[config.mk]
export PLATFORM = sky130hd
export DESIGN_NAME = wbss_back
export DESIGN_NICKNAME = d
export VERILOG_FILES = /design/src/rtl/wbss_pkg.sv /design/src/rtl/wbss_back.sv
export SDC_FILE = /design/constraint.sdc
export NUM_CORES = 1
export LEC_CHECK = 0
export ABC_AREA = 0
export BUFFER_PORTS_ARGS = -buffer_cell sky130_fd_sc_hd__buf_2
export CAP_MARGIN = 20
export CORE_MARGIN = 2
export CORE_UTILIZATION = 50
export DETAILED_ROUTE_END_ITERATION = 6
export HOLD_SLACK_MARGIN = 0.02
export PLACE_DENSITY = 0.76
export REMOVE_ABC_BUFFERS = 1
export SLEW_MARGIN = 20
export SYNTH_ARGS = -nofsm -noshare
export SYNTH_HDL_FRONTEND = slang
export SYNTH_SLANG_ARGS = --single-unit
export TNS_END_PERCENT = 10
[constraint.sdc]
create_clock -name clk_i -period 14.8 [get_ports clk_i]
set_clock_uncertainty 0.05 [all_clocks]
set_input_delay 0 -clock clk_i [delete_from_list [all_inputs] [get_ports clk_i]]
set_output_delay 0 -clock clk_i [all_outputs]
set_load 0.05 [all_outputs]
[src/rtl/wbss_pkg.sv]
`default_nettype none
// ----------------------------------------------------------------------------
// wbss_pkg: shared types and constants for the byte signature scanner
// Operation codes, beat layouts and parameter defaults.
// ----------------------------------------------------------------------------
package wbss_pkg;

  localparam int unsigned NUM_SIGNATURES_DEF = 8;
  localparam int unsigned MAX_SIG_LEN_DEF    = 32;
  localparam int unsigned ADDRESS_BITS_DEF   = 48;

  // Fixed field widths of the stream beats
  localparam int unsigned SLOT_W     = 3;
  localparam int unsigned POS_W      = 5;
  localparam int unsigned BYTE_W     = 8;
  localparam int unsigned IN_ADDR_W  = 48;
  localparam int unsigned OP_W       = 2;
  localparam int unsigned S_TDATA_W  = 64;
  localparam int unsigned M_TDATA_W  = 56;

  // Decoupling queue between front and back
  localparam int unsigned QUEUE_DEPTH = 2;
  localparam int unsigned QUEUE_PTR_W = 1;

  typedef enum logic [OP_W-1:0] {
    OP_LOAD_BYTE    = 2'd0,
    OP_SET_LENGTH   = 2'd1,
    OP_START_REGION = 2'd2,
    OP_SCAN_BYTE    = 2'd3
  } op_e;

endpackage
`default_nettype wire

[src/rtl/wbss_back.sv]
`default_nettype none
// ----------------------------------------------------------------------------
// wbss_back: result serializer
// Emits one beat per hit of the head entry, lowest slot first.
// ----------------------------------------------------------------------------
module wbss_back import wbss_pkg::*; #(
  parameter int unsigned NUM_SIGNATURES    = NUM_SIGNATURES_DEF,
  parameter int unsigned MAX_SIGNATURE_LEN = MAX_SIG_LEN_DEF,
  parameter int unsigned ADDRESS_BITS      = ADDRESS_BITS_DEF,
  localparam int unsigned LW    = $clog2(MAX_SIGNATURE_LEN + 1),
  localparam int unsigned ENT_W = NUM_SIGNATURES + ADDRESS_BITS + NUM_SIGNATURES * LW
) (
  input  wire logic                 clk_i,
  input  wire logic                 rst_ni,
  input  wire logic                 head_valid_i,
  input  wire logic [ENT_W-1:0]     head_i,
  output logic                      pop_o,
  output logic                      m_valid_o,
  input  wire logic                 m_ready_i,
  output logic [SLOT_W-1:0]         m_slot_o,
  output logic [IN_ADDR_W-1:0]      m_addr_o,
  output logic                      m_last_o
);

  localparam int unsigned IDX_W = (NUM_SIGNATURES > 1) ? $clog2(NUM_SIGNATURES) : 1;

  logic [NUM_SIGNATURES-1:0]    hits, rem, rest, done_q;
  logic [ADDRESS_BITS-1:0]      base_addr, match_addr;
  logic [NUM_SIGNATURES*LW-1:0] lens;
  logic [IDX_W-1:0]             idx;
  logic [LW-1:0]                sel_len;
  logic                         load, last;
  logic                         m_valid_q;
  logic [SLOT_W-1:0]            slot_q;
  logic [IN_ADDR_W-1:0]         addr_q;
  logic                         last_q;

  assign hits      = head_i[NUM_SIGNATURES-1:0];
  assign base_addr = head_i[NUM_SIGNATURES +: ADDRESS_BITS];
  assign lens      = head_i[NUM_SIGNATURES+ADDRESS_BITS +: NUM_SIGNATURES*LW];

  always_comb begin
    rem = hits & ~done_q;
    idx = '0;
    for (int s = NUM_SIGNATURES - 1; s >= 0; s--) begin
      if (rem[s]) begin
        idx = IDX_W'(s);
      end
    end
    for (int s = 0; s < NUM_SIGNATURES; s++) begin
      rest[s] = rem[s] && (IDX_W'(s) != idx);
    end
    last       = (rest == '0);
    sel_len    = lens[idx*LW +: LW];
    match_addr = base_addr - ADDRESS_BITS'(sel_len) + ADDRESS_BITS'(1);
    load       = head_valid_i && (!m_valid_q || m_ready_i);
    pop_o      = load && last;
  end

  always_ff @(posedge clk_i or negedge rst_ni) begin
    if (!rst_ni) begin
      m_valid_q <= 1'b0;
      done_q    <= '0;
    end else begin
      if (load) begin
        m_valid_q <= 1'b1;
      end else if (m_ready_i) begin
        m_valid_q <= 1'b0;
      end
      if (load) begin
        done_q <= last ? '0 : (done_q | (rem & ~rest));
      end
    end
  end

  always_ff @(posedge clk_i) begin
    if (load) begin
      slot_q <= SLOT_W'(idx);
      addr_q <= IN_ADDR_W'(match_addr);
      last_q <= last;
    end
  end

  assign m_valid_o = m_valid_q;
  assign m_slot_o  = slot_q;
  assign m_addr_o  = addr_q;
  assign m_last_o  = last_q;

endmodule
`default_nettype wire

==> metrics.cfg <==
[floorplan]
die_width_um = 109
std_cell_rows = 38
initial_core_util_pct = 51.1
dieArea_mm2 = 0.0119
die_extent_in_y_um = 109
ioPinCount = 162
core_region_area_mm2 = 0.0108

[timing]
final.hold.worst_slack_ps = 84.3
timing_max_transition_violations_final = 0
timing.max_slew.rel_slack_pct = 44.7
finalSetupTns_ps = 0
period_share_pct = 40.9
post-route-min-period_ps = 6050
hold_violations = 0
grt_setup_unrepaired = false
postLayoutSetupSlackWorst_ps = 8750
achievable-frequency_mhz = 165
setup_violations = 0
worst_pin_slew_ps = 829

[setup_path]
endpoint_kind = flop
cp_slowest_cell = sky130_fd_sc_hd__nor2_2
cp.buffers_inverters = 2
worst_path_largest_cell_delay_ps = 650
worstSetupStartpointType = flop
timing_worst_setup_path_type = flop to flop
crit_path_cell_chain = nor2b_1, a21oi_1, o21ai_0, and2_1, nor2_1, nor2_2, mux2i_1, a221oi_1, ha_1, inv_1, ha_1, inv_1, fa_1, nor2b_1, o2111ai_1, a21oi_1, o311ai_1, a31oi_1, o211ai_2, a2111oi_4, o211ai_1, and4b_1
critical_path.max_fanout = 16
worstPathRequired_ps = 14860
cp_data_arrival_time_ps = 6120
critPathTopFamily = compound AO/OA/AOI/OAI gates

[clock_tree]
numCtsBuffers = 9
clkSinkCount = 61
root_buffer = sky130_fd_sc_hd__clkbuf_8
clkLatencyLatePin_ps = 350
cts_repair_resize_count = 0
htree_levels = 3
maximum_clock_insertion_buffer_count = 2
tritoncts = built
clk_pin_slew_worst_paths_ps = 70

[synthesis]
post-synth-top-area-cell = sky130_fd_sc_hd__edfxtp_1
synth_cells = 626
synth_xor_area_share_pct = 6.35
synth.ff_latch_count = 61
post_synth_and_or_nand_nor_area_fraction_pct = 14.7
synth_adder_area_share_pct = 12.4
synth_ff_type = sky130_fd_sc_hd__edfxtp_1
synth.mux.area_fraction_pct = 2.91
syn-cell-area_mm2 = 0.00551
synth_cell_types = 65
synth.top_cell.area_share_pct = 28.3
yosysWarnings = 0
synth_top_family_by_area = compound AO/OA/AOI/OAI gates
synth.cells.most_frequent = 66 x sky130_fd_sc_hd__a21oi_1, 66 x sky130_fd_sc_hd__inv_1, 53 x sky130_fd_sc_hd__ha_1
compound_gate_portion_of_the_synthesized_area_pct = 25.0
postSynthAreaPerCell_um2 = 8.81
async_flop_share_pct = 14.8
synth-edff-count = 52
synth_sequential_area_ratio_pct = 32.4
synth.top_cells.by_area = sky130_fd_sc_hd__edfxtp_1 28%, sky130_fd_sc_hd__ha_1 12%, sky130_fd_sc_hd__a21oi_1 6.0%

[hold_path]
min_path_type = primary input to flop

[placement]
detailedPlacementHpwl_mm = 11.2
placement.io_buffers = 161
place_worst_setup_slack_ps = 8770
gp_routability_congestion = 0.934

[cells_and_area]
layout.area.seq_mm2 = 0.00179
design.final.nets = 949
diodes = 0
fillCellCount = 934
multiInputGateArea_mm2 = 0.00339
areaGrowthSynthToFinish_pct = 21.9
layout_cells_sized_above_1_pct = 24.1

[grt]
globalRouteOverflowTotal = 0
grt_first_pass_wirelength_mm = 22.7
number_of_antenna_violations_at_the_first_check_in_global_routing = 0
grt_max_degree = 58
number_of_global_route_vias_before_repair = 5000
total_track_usage_pct = 24.1

[routing]
detail_route.wirelength_mm = 14.2
detail_route.wl_per_cell_um = 15.3
detail_route.drc_violations = 0
viasPerCell = 5.67
via_count = 5283
route.antenna.remaining_nets = 0
detailedRoute.firstIterationViolations = 268
drt_first_pass_iters = 5

[outcome]
outcome = completed

[pwr]
max-vdd-ir-drop_mv = 0.116
power.density_mw_per_mm2 = 134
leakage_uw = 0.00317

[run]
max_capacitance_violation_count = 0

per-stage QoR:
stage          instance area [um^2]  power [uW]  util (%)  cells
5_1_grt                        6720         967      62.2    932
4_1_cts                        6720         905      62.2    932
2_1_floorplan                  5420         641         -    602
3_3_place_gp                   6410         743      59.4    904
3_5_place_dp                   6410         752      59.4    904
6_report                       6720         903      62.2    932
placed cells by master, fill, tap and decap left out, types with 5 or more instances in the layout:
| master | count |
|---|---|
| sky130_fd_sc_hd__a211oi_1 | 13 |
| sky130_fd_sc_hd__a21o_1 | 25 |
| sky130_fd_sc_hd__a21oi_1 | 66 |
| sky130_fd_sc_hd__a31oi_1 | 7 |
| sky130_fd_sc_hd__a41oi_1 | 5 |
| sky130_fd_sc_hd__and2_1 | 5 |
| sky130_fd_sc_hd__and3_1 | 5 |
| sky130_fd_sc_hd__buf_2 | 161 |
| sky130_fd_sc_hd__clkbuf_8 | 10 |
| sky130_fd_sc_hd__dfrtp_1 | 9 |
| sky130_fd_sc_hd__dlygate4sd3_1 | 12 |
| sky130_fd_sc_hd__edfxtp_1 | 52 |
| sky130_fd_sc_hd__ha_1 | 53 |
| sky130_fd_sc_hd__inv_1 | 66 |
| sky130_fd_sc_hd__mux2i_1 | 16 |
| sky130_fd_sc_hd__nand2_1 | 35 |
| sky130_fd_sc_hd__nand2b_1 | 7 |
| sky130_fd_sc_hd__nand3_1 | 9 |
| sky130_fd_sc_hd__nand4_1 | 13 |
| sky130_fd_sc_hd__nor2_1 | 38 |
| sky130_fd_sc_hd__nor2b_1 | 22 |
| sky130_fd_sc_hd__nor3_1 | 11 |
| sky130_fd_sc_hd__o211ai_1 | 5 |
| sky130_fd_sc_hd__o21a_1 | 9 |
| sky130_fd_sc_hd__o21ai_0 | 28 |
| sky130_fd_sc_hd__o21ai_1 | 6 |
| sky130_fd_sc_hd__o21bai_1 | 9 |
| sky130_fd_sc_hd__xnor2_1 | 28 |
| sky130_fd_sc_hd__xor2_1 | 12 |
worst reg2reg max path, cell delays in order, from the launching register on:
cell and delay, ps:
sky130_fd_sc_hd__dfrtp_1 380, sky130_fd_sc_hd__nor2b_1 230, sky130_fd_sc_hd__a21oi_1 110, sky130_fd_sc_hd__o21ai_0 220, sky130_fd_sc_hd__and2_1 510, sky130_fd_sc_hd__nor2_1 110
sky130_fd_sc_hd__nor2_2 650, sky130_fd_sc_hd__mux2i_1 180, sky130_fd_sc_hd__a221oi_1 390, sky130_fd_sc_hd__ha_1 300, sky130_fd_sc_hd__inv_1 60, sky130_fd_sc_hd__ha_1 160
sky130_fd_sc_hd__inv_1 50, sky130_fd_sc_hd__fa_1 390, sky130_fd_sc_hd__nor2b_1 170, sky130_fd_sc_hd__o2111ai_1 140, sky130_fd_sc_hd__a21oi_1 240, sky130_fd_sc_hd__o311ai_1 180
sky130_fd_sc_hd__a31oi_1 280, sky130_fd_sc_hd__o211ai_2 180, sky130_fd_sc_hd__a2111oi_4 490, sky130_fd_sc_hd__o211ai_1 150, sky130_fd_sc_hd__and4b_1 220
metal layers:
| metal | up-vias | track usage (%) | part of all wire, % |
|---|---|---|---|
| met5 | - | 0 | 0 |
| met4 | 0 | 8.42 | 2.2 |
| met3 | 31 | 4.06 | 6.3 |
| met2 | 222 | 41.0 | 49 |
| met1 | 2427 | 30.9 | 42 |
| li1 | 2603 | - | - |
kinds of logic after synthesis:
| group | count (synthesis) |
|---|---|
| compound gates | 205 |
| xor+xnor | 40 |
| fa+ha+maj | 54 |
| buf+inv | 90 |
| flops | 61 |
| mux | 16 |
| simple gates | 160 |
sequential cells by signal, summed over array words and instances (netlist names):
name,count
m_last_o,1
m_addr_o,48
m_valid_o,1
done_q,8
m_slot_o,3
power by group:
part	switching (uW)	total (uW)	internal, uW
clock network	67.3	150	82.5
logic	321	498	177
registers	11.0	255	244
path summary, 6_finish.rpt:
check	endpoint	startpoint	cells past startpoint	slack (ps)
setup / recovery	m_addr_o[43]	done_q[7]	22	8750
hold / removal	done_q[3]	head_i[2]	4	80
setup reg to reg	m_addr_o[43]	done_q[7]	22	8750
hold reg to reg	done_q[2]	done_q[2]	2	450
max in group asynchronous	done_q[2]	rst_ni	3	13730
min in group asynchronous	done_q[4]	rst_ni	3	640
repair_timing:
action	4_1_cts	5_1_grt
hold buffers	12	0
hold endpoints to repair	18	0
setup buffers	0	0
endpoints found under the setup margin	0	0
cell type report:
class,instances,share of cell area (%)
Sequential cell,61,26.6
Multi-Input combinational cell,475,50.4
Tap cell,140,2.61
Clock buffer,14,2.27
Inverter,66,3.69
Timing Repair Buffer,174,13.9
Clock inverter,2,0.522
Note: power is estimated with default switching activity, not from simulation.
