**config.mk**
```make
export PLATFORM = sky130hd
export DESIGN_NAME = wbss_queue
export DESIGN_NICKNAME = d
export VERILOG_FILES = /design/src/rtl/wbss_pkg.sv /design/src/rtl/wbss_queue.sv
export SDC_FILE = /design/constraint.sdc
export NUM_CORES = 1
export LEC_CHECK = 0
export BUFFER_PORTS_ARGS = -buffer_cell sky130_fd_sc_hd__buf_2
export CAP_MARGIN = 20
export CORE_MARGIN = 4
export CORE_UTILIZATION = 52
export CTS_BUF_LIST = sky130_fd_sc_hd__clkbuf_8
export DETAILED_ROUTE_END_ITERATION = 10
export MAX_ROUTING_LAYER = met4
export PLACE_DENSITY_LB_ADDON = 0.15
export SYNTH_ARGS = -nofsm -noshare
export SYNTH_HDL_FRONTEND = slang
export SYNTH_SLANG_ARGS = --single-unit
```
**constraint.sdc**
```tcl
create_clock -name clk_i -period 1.67 [get_ports clk_i]
set_clock_uncertainty 0.05 [all_clocks]
set_input_delay 0.2505 -clock clk_i [delete_from_list [all_inputs] [get_ports clk_i]]
set_output_delay 0.2505 -clock clk_i [all_outputs]
set_load 0.01 [all_outputs]
```
**src/rtl/wbss_pkg.sv**
```systemverilog
`default_nettype none
// ----------------------------------------------------------------------------
// wbss_pkg: shared types and constants for the byte signature scanner
// Operation codes, beat layouts and parameter defaults.
// ----------------------------------------------------------------------------
package wbss_pkg;

  localparam int unsigned NUM_SIGNATURES_DEF = 8;
  localparam int unsigned MAX_SIG_LEN_DEF    = 32;
  localparam int unsigned ADDRESS_BITS_DEF   = 48;

  // Fixed field widths of the stream beats
  localparam int unsigned SLOT_W     = 3;
  localparam int unsigned POS_W      = 5;
  localparam int unsigned BYTE_W     = 8;
  localparam int unsigned IN_ADDR_W  = 48;
  localparam int unsigned OP_W       = 2;
  localparam int unsigned S_TDATA_W  = 64;
  localparam int unsigned M_TDATA_W  = 56;

  // Decoupling queue between front and back
  localparam int unsigned QUEUE_DEPTH = 2;
  localparam int unsigned QUEUE_PTR_W = 1;

  typedef enum logic [OP_W-1:0] {
    OP_LOAD_BYTE    = 2'd0,
    OP_SET_LENGTH   = 2'd1,
    OP_START_REGION = 2'd2,
    OP_SCAN_BYTE    = 2'd3
  } op_e;

endpackage
`default_nettype wire

```
**src/rtl/wbss_queue.sv**
```systemverilog
`default_nettype none
// ----------------------------------------------------------------------------
// wbss_queue: short FIFO between front and back
// Holds hit vectors with their address and signature lengths.
// ----------------------------------------------------------------------------
module wbss_queue import wbss_pkg::*; #(
  parameter int unsigned WIDTH = 8
) (
  input  wire logic             clk_i,
  input  wire logic             rst_ni,
  input  wire logic             push_i,
  input  wire logic [WIDTH-1:0] push_data_i,
  input  wire logic             pop_i,
  output logic                  full_o,
  output logic                  valid_o,
  output logic [WIDTH-1:0]      head_o
);

  logic [WIDTH-1:0]       mem_q [QUEUE_DEPTH];
  logic [QUEUE_PTR_W-1:0] wr_ptr_q, rd_ptr_q;
  logic [QUEUE_PTR_W:0]   count_q;

  assign full_o  = (count_q == (QUEUE_PTR_W+1)'(QUEUE_DEPTH));
  assign valid_o = (count_q != '0);
  assign head_o  = mem_q[rd_ptr_q];

  always_ff @(posedge clk_i) begin
    if (push_i) begin
      mem_q[wr_ptr_q] <= push_data_i;
    end
  end

  always_ff @(posedge clk_i or negedge rst_ni) begin
    if (!rst_ni) begin
      wr_ptr_q <= '0;
      rd_ptr_q <= '0;
      count_q  <= '0;
    end else begin
      if (push_i) begin
        wr_ptr_q <= wr_ptr_q + QUEUE_PTR_W'(1);
      end
      if (pop_i) begin
        rd_ptr_q <= rd_ptr_q + QUEUE_PTR_W'(1);
      end
      if (push_i && !pop_i) begin
        count_q <= count_q + (QUEUE_PTR_W+1)'(1);
      end else if (pop_i && !push_i) begin
        count_q <= count_q - (QUEUE_PTR_W+1)'(1);
      end
    end
  end

endmodule
`default_nettype wire

```
==> out/qor.txt, run 1 <==
Outcome - completed
Relative slew slack - 75.3%
Nets - 81
Worst flop-to-flop path startpoint - wr_ptr_q
First-pass GRT wire length - 1930 microns
Unrepaired setup endpoints after global routing - no
Syn_nets - 54
Crit path max fanout - 9
CTS tree - yes
Worst path max stage delay - 480 ps
Starting Density - 57.3%
# diodes - 0
Clk pin slew, worst setup/hold paths - 70 ps
Synth-to-layout area growth - 22.8%
Worst path cell trace - mux2_2 > buf_2
Clock latency on the worst-skew pair - 250 ps
Worst Path Buf+Inv - 1
Sw Pwr - 416 uW
Ys Warns - 0
I/O Pins - 22
Min Tclk post-route - 1530 ps
Vias per cell - 5.01
Drt pass-1 iters - 2
Share of layout cells above drive strength 1 - 53.7%
Leakage power - 0.391 nW
CTS Buf Count - 3
Die X - 46.6 microns
Largest net degree at the start of global routing - 12
Switch share - 27.8%
Power per Cell Area - 1570 mW/mm^2
Max cap viols - 0
Hold Crit Class - input pin to flop
Crit path from - rd_ptr_q
Synth Cell Area - 773 sq um
Multi-input gate area - 178 sq um
Share of power burned in registers - 51.6%
Worst Path Required - 1370 ps
Syn Inst Count - 41
Register area - 582 sq um
CP endpoint kind - output port
CTS max path bufs - 2
Slew Limit Fails - 0
WS Path Type - flop to output port
Critical path arrival - 1230 ps
Port bufs - 21
Post-synthesis sequential area ratio - 75.1%
Fillers - 102
Overflow after GRT - 0
Peak supply drop - 0.000840 V
Worst Tran Pin Value - 370 ps
ANT nets after route - 0
Setup violators final - 0
Wirelength per Cell - 14.6 microns
CP max stage cell - dfrtp_2
Gr usage total - 14.2%
Combinational share of power - 28.2%
Final hold vios - 0
CP delay by family, top - flip-flops
Initial antenna violation count - 0
Via count - 411
Vias in the first global route - 412
Design Power - 1.49 mW
Number of synthesized register bits - 20
Setup crit start kind - flop
Post-synthesis cell type count - 13
Setup TNS Final - 0 ps
Drt total wl - 1190 microns
Clock tree sinks - 20
Chip height - 46.6 microns
P_int - 1.08 mW
Drc violations - 0
Clock Root Buffer - clkbuf_8
Synthesized area per cell - 18.9 sq um
Initial DRC Count - 2
Core Area - 0.00135 sq mm
Number of H-tree levels - 1
Fmax achieved - 654 MHz
Row cnt - 13
DIE AREA - 0.00217 sq mm
Hold_ws - 132 ps
HP Start - push_data_i[2]
Final worst path period share - 91.6%
Clock power share - 20.2%
Final Wtd Congestion - 0.673
[power by group through the flow]
stage                     sequential [mW]  combinational, mW  clock [mW]
after floorplan                     0.730              0.332           0
after global placement              0.777              0.420           0
after detailed placement            0.784              0.426           0
after CTS                           0.777              0.431       0.314
after global routing                0.793              0.453       0.343
final                               0.771              0.421       0.302
[per-stage QoR]
step / worst slack (ps) / instance area (sq um) / utilization, % / std cells
finish: 141 / 950 / 70.3 / 82
global placement: 303 / 893 / 66.2 / 77
global route: 72.5 / 950 / 70.3 / 82
detailed placement: 283 / 893 / 66.2 / 77
floorplan: 458 / 773 / - / 41
CTS: 109 / 950 / 70.3 / 82
[repair_timing]
action | 4_1_cts | 5_1_grt
setup endpoints to repair | 1 | 0
hold buffers | 1 | 0
resized for setup | 1 | 0
endpoints found under the hold margin | 4 | 0
setup buffers | 0 | 0
[cell usage after synthesis (all sizes together)]
cell type | count | area, sq um
nor2b | 1 | 6.26
inv | 1 | 3.75
xnor2 | 1 | 8.76
nor2 | 1 | 3.75
xor2 | 4 | 35.0
dfrtp | 4 | 100
and2b | 1 | 8.76
mux2 | 8 | 90.1
ha | 1 | 12.5
or2 | 1 | 6.26
edfxtp | 16 | 480
buf | 1 | 11.3
and2 | 1 | 6.26
[routing by layer]
metal / GRT usage [%] / wire length (microns)
met1: 14.9 / 455
met2: 23.1 / 630
met3: 7.03 / 96
met4: 5.11 / 11
met5: - / 0
[layout make-up]
| class | count | share of cell area (%) |
|---|---|---|
| Sequential cell | 20 | 61.3 |
| Clock buffer | 3 | 4.35 |
| Multi-Input combinational cell | 19 | 18.7 |
| Clock inverter | 1 | 0.395 |
| Tap cell | 15 | 1.98 |
| Inverter | 1 | 0.395 |
| Timing Repair Buffer | 23 | 12.9 |
[logic make-up (layout without fill, tap and decap cells)]
family                   count (synthesis)  after routing  synth area share (%)
adder cells (fa/ha/maj)                  1              1                  1.62
AND/OR/NAND/NOR                          5              5                  4.05
XOR/XNOR                                 5              5                  5.66
multiplexers                             8              8                  11.7
flip-flops                              20             20                  75.1
buffers and inverters                    2             28                  1.94
[path summary, 6_finish.rpt]
kind / to / slack (ps) / cells past startpoint
hold reg to reg: count_q[1] / 430 / 1
min in group asynchronous: count_q[1] / 290 / 2
max in group asynchronous: rd_ptr_q / 1140 / 2
hold / removal: mem_q[0][2] / 130 / 1
setup reg to reg: mem_q[0][0] / 460 / 2
setup / recovery: head_o[4] / 140 / 2
[cells in the final DEF (no fill, tap or decap), types with 3 or more instances in the layout]
cell type  synthesis  final
buf_2              0     21
clkbuf_8           0      3
dfrtp_1            4      3
edfxtp_1          16     16
mux2_2             8      8
xor2_1             4      4
[worst register-to-register path: stages (launching register included)]
cell	delay [ps]
dfrtp_1	400
nor2b_1	250
buf_4	210
[sequential cells by signal, summed over array words and instances (netlist names)]
register,count
count_q,2
rd_ptr_q,1
wr_ptr_q,1
mem_q,16
Power figures use the tool's default switching activity.
==> run 2: changes to the inputs <==
- CORE_UTILIZATION: 52 -> 56
- clock period: 1.67 -> 1.9 ns (I/O delays scaled with it)
==> out/qor.txt, run 2 (synthesis gave the netlist of run 1 again) <==
Outcome - completed
Initial DRC Count - 7
Hold path depth - 1
ANT nets after route - 0
Unrepaired setup endpoints after global routing - no
Critical path arrival - 1330 ps
WS Path Type - flop to output port
CTS tree - yes
Drt total wl - 1140 microns
Final worst path period share - 87.8%
Worst Path Buf+Inv - 1
Post-CTS Repair Setup Buffers - 0
Min Tclk post-route - 1670 ps
Initial antenna violation count - 0
Top Registers - mem_q (16), count_q (2)
Crit path max fanout - 9
# diodes - 0
Clock latency on the worst-skew pair - 250 ps
Combinational share of power - 28.2%
Power per Cell Area - 1390 mW/mm^2
Leakage power - 0.392 nW
Synth-to-layout area growth - 22.7%
Worst Tran Pin Value - 364 ps
CP max stage cell - dfrtp_1
Setup TNS Final - 0 ps
Min-Delay Endpoint - mem_q[1][6]
Biggest register - mem_q
Max FFs per register - 16
Starting Density - 59.4%
Most frequent cells in the layout - buf_2 (21), edfxtp_1 (16), mux2_2 (8), xor2_1 (4), dfrtp_1 (4)
Clock Root Buffer - clkbuf_8
Setup crit start kind - flop
FF-to-FF setup slack - 770 ps
Clock power share - 20.2%
Layout Utilization - 72.9%
Share of power burned in registers - 51.6%
CP endpoint kind - output port
Final Wtd Congestion - 0.647
First-pass GRT wire length - 1760 microns
Share of layout cells above drive strength 1 - 52.2%
Worst Path Required - 1560 ps
Slew Limit Fails - 0
Row cnt - 13
Die X - 45.2 microns
Worst path max stage delay - 560 ps
Setup violators final - 0
Largest net degree at the start of global routing - 12
Clock tree sinks - 20
Reg2reg end - mem_q[1][0]
CTS Hold Bufs - 1
Clk pin slew, worst setup/hold paths - 60 ps
DP HPWL - 894 microns
Commonest non-fill, non-tap cell in the layout - buf_2
Number of H-tree levels - 1
HP Start - push_data_i[6]
Fillers - 90
Relative slew slack - 75.7%
Gr usage total - 13.5%
P_int - 945 uW
Max cap viols - 0
Fmax achieved - 599 MHz
CTS Buf Count - 3
I/O Pins - 22
Hold Crit Class - input pin to flop
Overflow after GRT - 0
CP delay by family, top - flip-flops
Sw Pwr - 374 uW
Register area - 581 sq um
R2R depth - 1
Chip height - 45.2 microns
CTS max path bufs - 2
Via count - 399
PostCTS Resize Cnt - 0
Worst flop-to-flop path startpoint - wr_ptr_q
Peak supply drop - 0.000849 V
Core Area - 0.00130 sq mm
Vias per cell - 4.87
DIE AREA - 0.00204 sq mm
Drc violations - 0
Port bufs - 21
Switch share - 28.4%
Final hold vios - 0
Multi-input gate area - 178 sq um
Vias in the first global route - 405
Worst path cell trace - mux2_2 > buf_2
Wirelength per Cell - 13.9 microns
Drt pass-1 iters - 3
Nets - 81
[run 2: power groups by stage]
stage	sequential [mW]	clock [mW]	combinational, mW
6_report	0.681	0.266	0.373
4_1_cts	0.683	0.271	0.381
2_1_floorplan	0.642	0	0.292
3_5_place_dp	0.690	0	0.379
3_3_place_gp	0.682	0	0.366
5_1_grt	0.696	0.289	0.402
[run 2: worst max-delay path by stage]
stage / slack [ps] / start / cells past startpoint / end
2_1_floorplan: 690 / wr_ptr_q / 1 / mem_q[0][0]
4_1_cts: 210 / rd_ptr_q / 2 / head_o[4]
3_5_place_dp: 490 / rd_ptr_q / 2 / head_o[4]
5_1_grt: 170 / rd_ptr_q / 2 / head_o[3]
6_report: 230 / rd_ptr_q / 2 / head_o[4]
3_3_place_gp: 510 / rd_ptr_q / 2 / head_o[5]
[run 2: cell type report]
type | instances | share of cell area, %
Multi-Input combinational cell | 19 | 18.7
Clock inverter | 1 | 0.396
Clock buffer | 3 | 4.35
Sequential cell | 20 | 61.2
Tap cell | 15 | 1.98
Timing Repair Buffer | 23 | 12.9
Inverter | 1 | 0.396
[run 2: routing by layer]
layer,GRT usage [%],vias to the layer above,share of wire (%)
li1,-,198,-
met1,13.1,184,36
met2,23.2,15,55
met3,4.78,2,7.3
met4,7.02,0,1.2
met5,-,-,0
[run 2: metrics by stage]
stage | power (mW) | hold WS, ps | area, sq um | setup slack, ps | instances
after floorplan | 0.934 | -60.6 | 773 | 688 | 41
after global placement | 1.05 | 44.1 | 893 | 513 | 77
after detailed placement | 1.07 | 45.6 | 893 | 492 | 77
after CTS | 1.34 | 166 | 948 | 209 | 82
after global routing | 1.39 | 157 | 948 | 172 | 82
final | 1.32 | 169 | 948 | 231 | 82
==> run 3: changes to the inputs <==
- CORE_UTILIZATION: 56 -> 47
- clock period: 1.9 -> 1.45 ns (I/O delays scaled with it)
==> out/qor.txt, run 3 (synthesis gave the netlist of run 1 again) <==
Layout Utilization - 68.4%
WS Path Type - flop to output port
Row cnt - 14
CP endpoint kind - output port
I/O Pins - 22
Worst setup margin - -28.9 ps
Worst flop-to-flop path startpoint - wr_ptr_q
Worst Path Required - 1180 ps
Drt total wl - 1130 microns
Gr usage total - 10.8%
DP HPWL - 784 microns
Top Registers - mem_q (16), count_q (2)
Initial DRC Count - 2
CTS Buf Count - 3
Fillers - 108
Number of H-tree levels - 1
ANT nets after route - 0
Worst Path Buf+Inv - 2
Chip height - 48.6 microns
Unrepaired setup endpoints after global routing - yes
Clock tree sinks - 20
Core Area - 0.00152 sq mm
Register area - 582 sq um
Multi-input gate area - 181 sq um
Relative slew slack - 74.7%
Overflow after GRT - 0
Setup violators final - 8
Clk pin slew, worst setup/hold paths - 70 ps
Max FFs per register - 16
Peak supply drop - 0.00143 V
Outcome - complete, but fails checks
Worst path cell trace - buf_6 > mux2_2 > buf_6
Vias in the first global route - 442
DIE AREA - 0.00236 sq mm
Top Usage Layer GRT - met2
Drt pass-1 iters - 3
Failing checks - negative setup slack
# diodes - 0
Met3 usage - 3.99%
Share of layout cells above drive strength 1 - 56.3%
Final Wtd Congestion - 0.657
Biggest register - mem_q
Fmax achieved - 676 MHz
Die X - 48.6 microns
Port bufs - 21
Max cap viols - 0
Commonest non-fill, non-tap cell in the layout - edfxtp_1
Leakage power - 0.438 nW
Most frequent cells in the layout - edfxtp_1 (16), buf_2 (13), buf_6 (10), mux2_2 (7), xor2_1 (4)
Clock latency on the worst-skew pair - 250 ps
Worst path max stage delay - 370 ps
CP delay by family, top - flip-flops
Vias per cell - 4.89
Starting Density - 50.7%
HP Start - push_data_i[1]
Final hold vios - 0
Setup crit start kind - flop
M2 GR Usage - 15.9%
Wirelength per Cell - 12.9 microns
Crit path max fanout - 5
Via count - 425
Slew Limit Fails - 0
Clock Root Buffer - clkbuf_8
Crit path top cell by count - buf_6
Worst Tran Pin Value - 380 ps
Drc violations - 0
Nets - 85
Min Tclk post-route - 1480 ps
Hold Crit Class - input pin to flop
CTS tree - yes
First-pass GRT wire length - 1990 microns
Largest net degree at the start of global routing - 12
Initial antenna violation count - 0
Crit path from - rd_ptr_q
Critical path arrival - 1210 ps
Synth-to-layout area growth - 34.8%
Hold_ws - 99.1 ps
CP max stage cell - dfrtp_2
GR Layer Usage met1 - 14.3%
Power per Cell Area - 1880 mW/mm^2
Final worst path period share - 102%
CTS max path bufs - 2
run 3: cell count changes in the layout (fill, tap and decap cells not counted):
cell,before,now
clkinv_1,1,0
buf_2,21,13
dfrtp_2,0,1
mux2_4,0,1
dfrtp_1,4,3
mux2_2,8,7
buf_6,0,10
buf_4,1,3
inv_1,1,2
run 3: timing repair:
action,in CTS,in global routing
endpoints found under the setup margin,8,8
setup buffers,3,0
resized for setup,13,1
hold buffers,1,0
pin swaps,0,0
endpoints found under the hold margin,4,0
run 3: area by class of cell:
class / count / area share [%]
Clock buffer: 3 / 3.96
Clock inverter: 1 / 0.360
Inverter: 1 / 0.360
Multi-Input combinational cell: 19 / 17.4
Sequential cell: 20 / 55.8
Tap cell: 16 / 1.92
Timing Repair Buffer: 27 / 20.2
run 3: metal layers:
metal	wire length, microns	share of wire (%)
met5	0	0
met4	8	0.71
met3	83	7.4
met2	533	47
met1	500	44
run 3: power breakdown:
| group | internal [mW] | switching [mW] |
|---|---|---|
| logic | 0.460 | 0.299 |
| clock network | 0.188 | 0.165 |
| registers | 0.784 | 0.0673 |
| total | 1.43 | 0.531 |
run 3: final timing paths:
kind	cells after the start	endpoint	slack, ps
max	3	head_o[0]	-30
min in group asynchronous	2	count_q[1]	260
max in group asynchronous	2	rd_ptr_q	960
min reg2reg	1	wr_ptr_q	430
min	1	mem_q[0][1]	100
max reg2reg	1	mem_q[1][3]	320
run 3: per-stage QoR:
step | std cells | total power [mW] | setup slack (ps) | cell area (sq um) | TNS (ps)
finish | 87 | 1.96 | -28.9 | 1040 | -132
global route | 87 | 2.08 | -75.5 | 1040 | -518
CTS | 87 | 1.98 | -30.4 | 1040 | -166
detailed placement | 79 | 1.40 | 94.6 | 902 | 0
global placement | 79 | 1.39 | 123 | 902 | 0
floorplan | 41 | 1.22 | 238 | 773 | 0
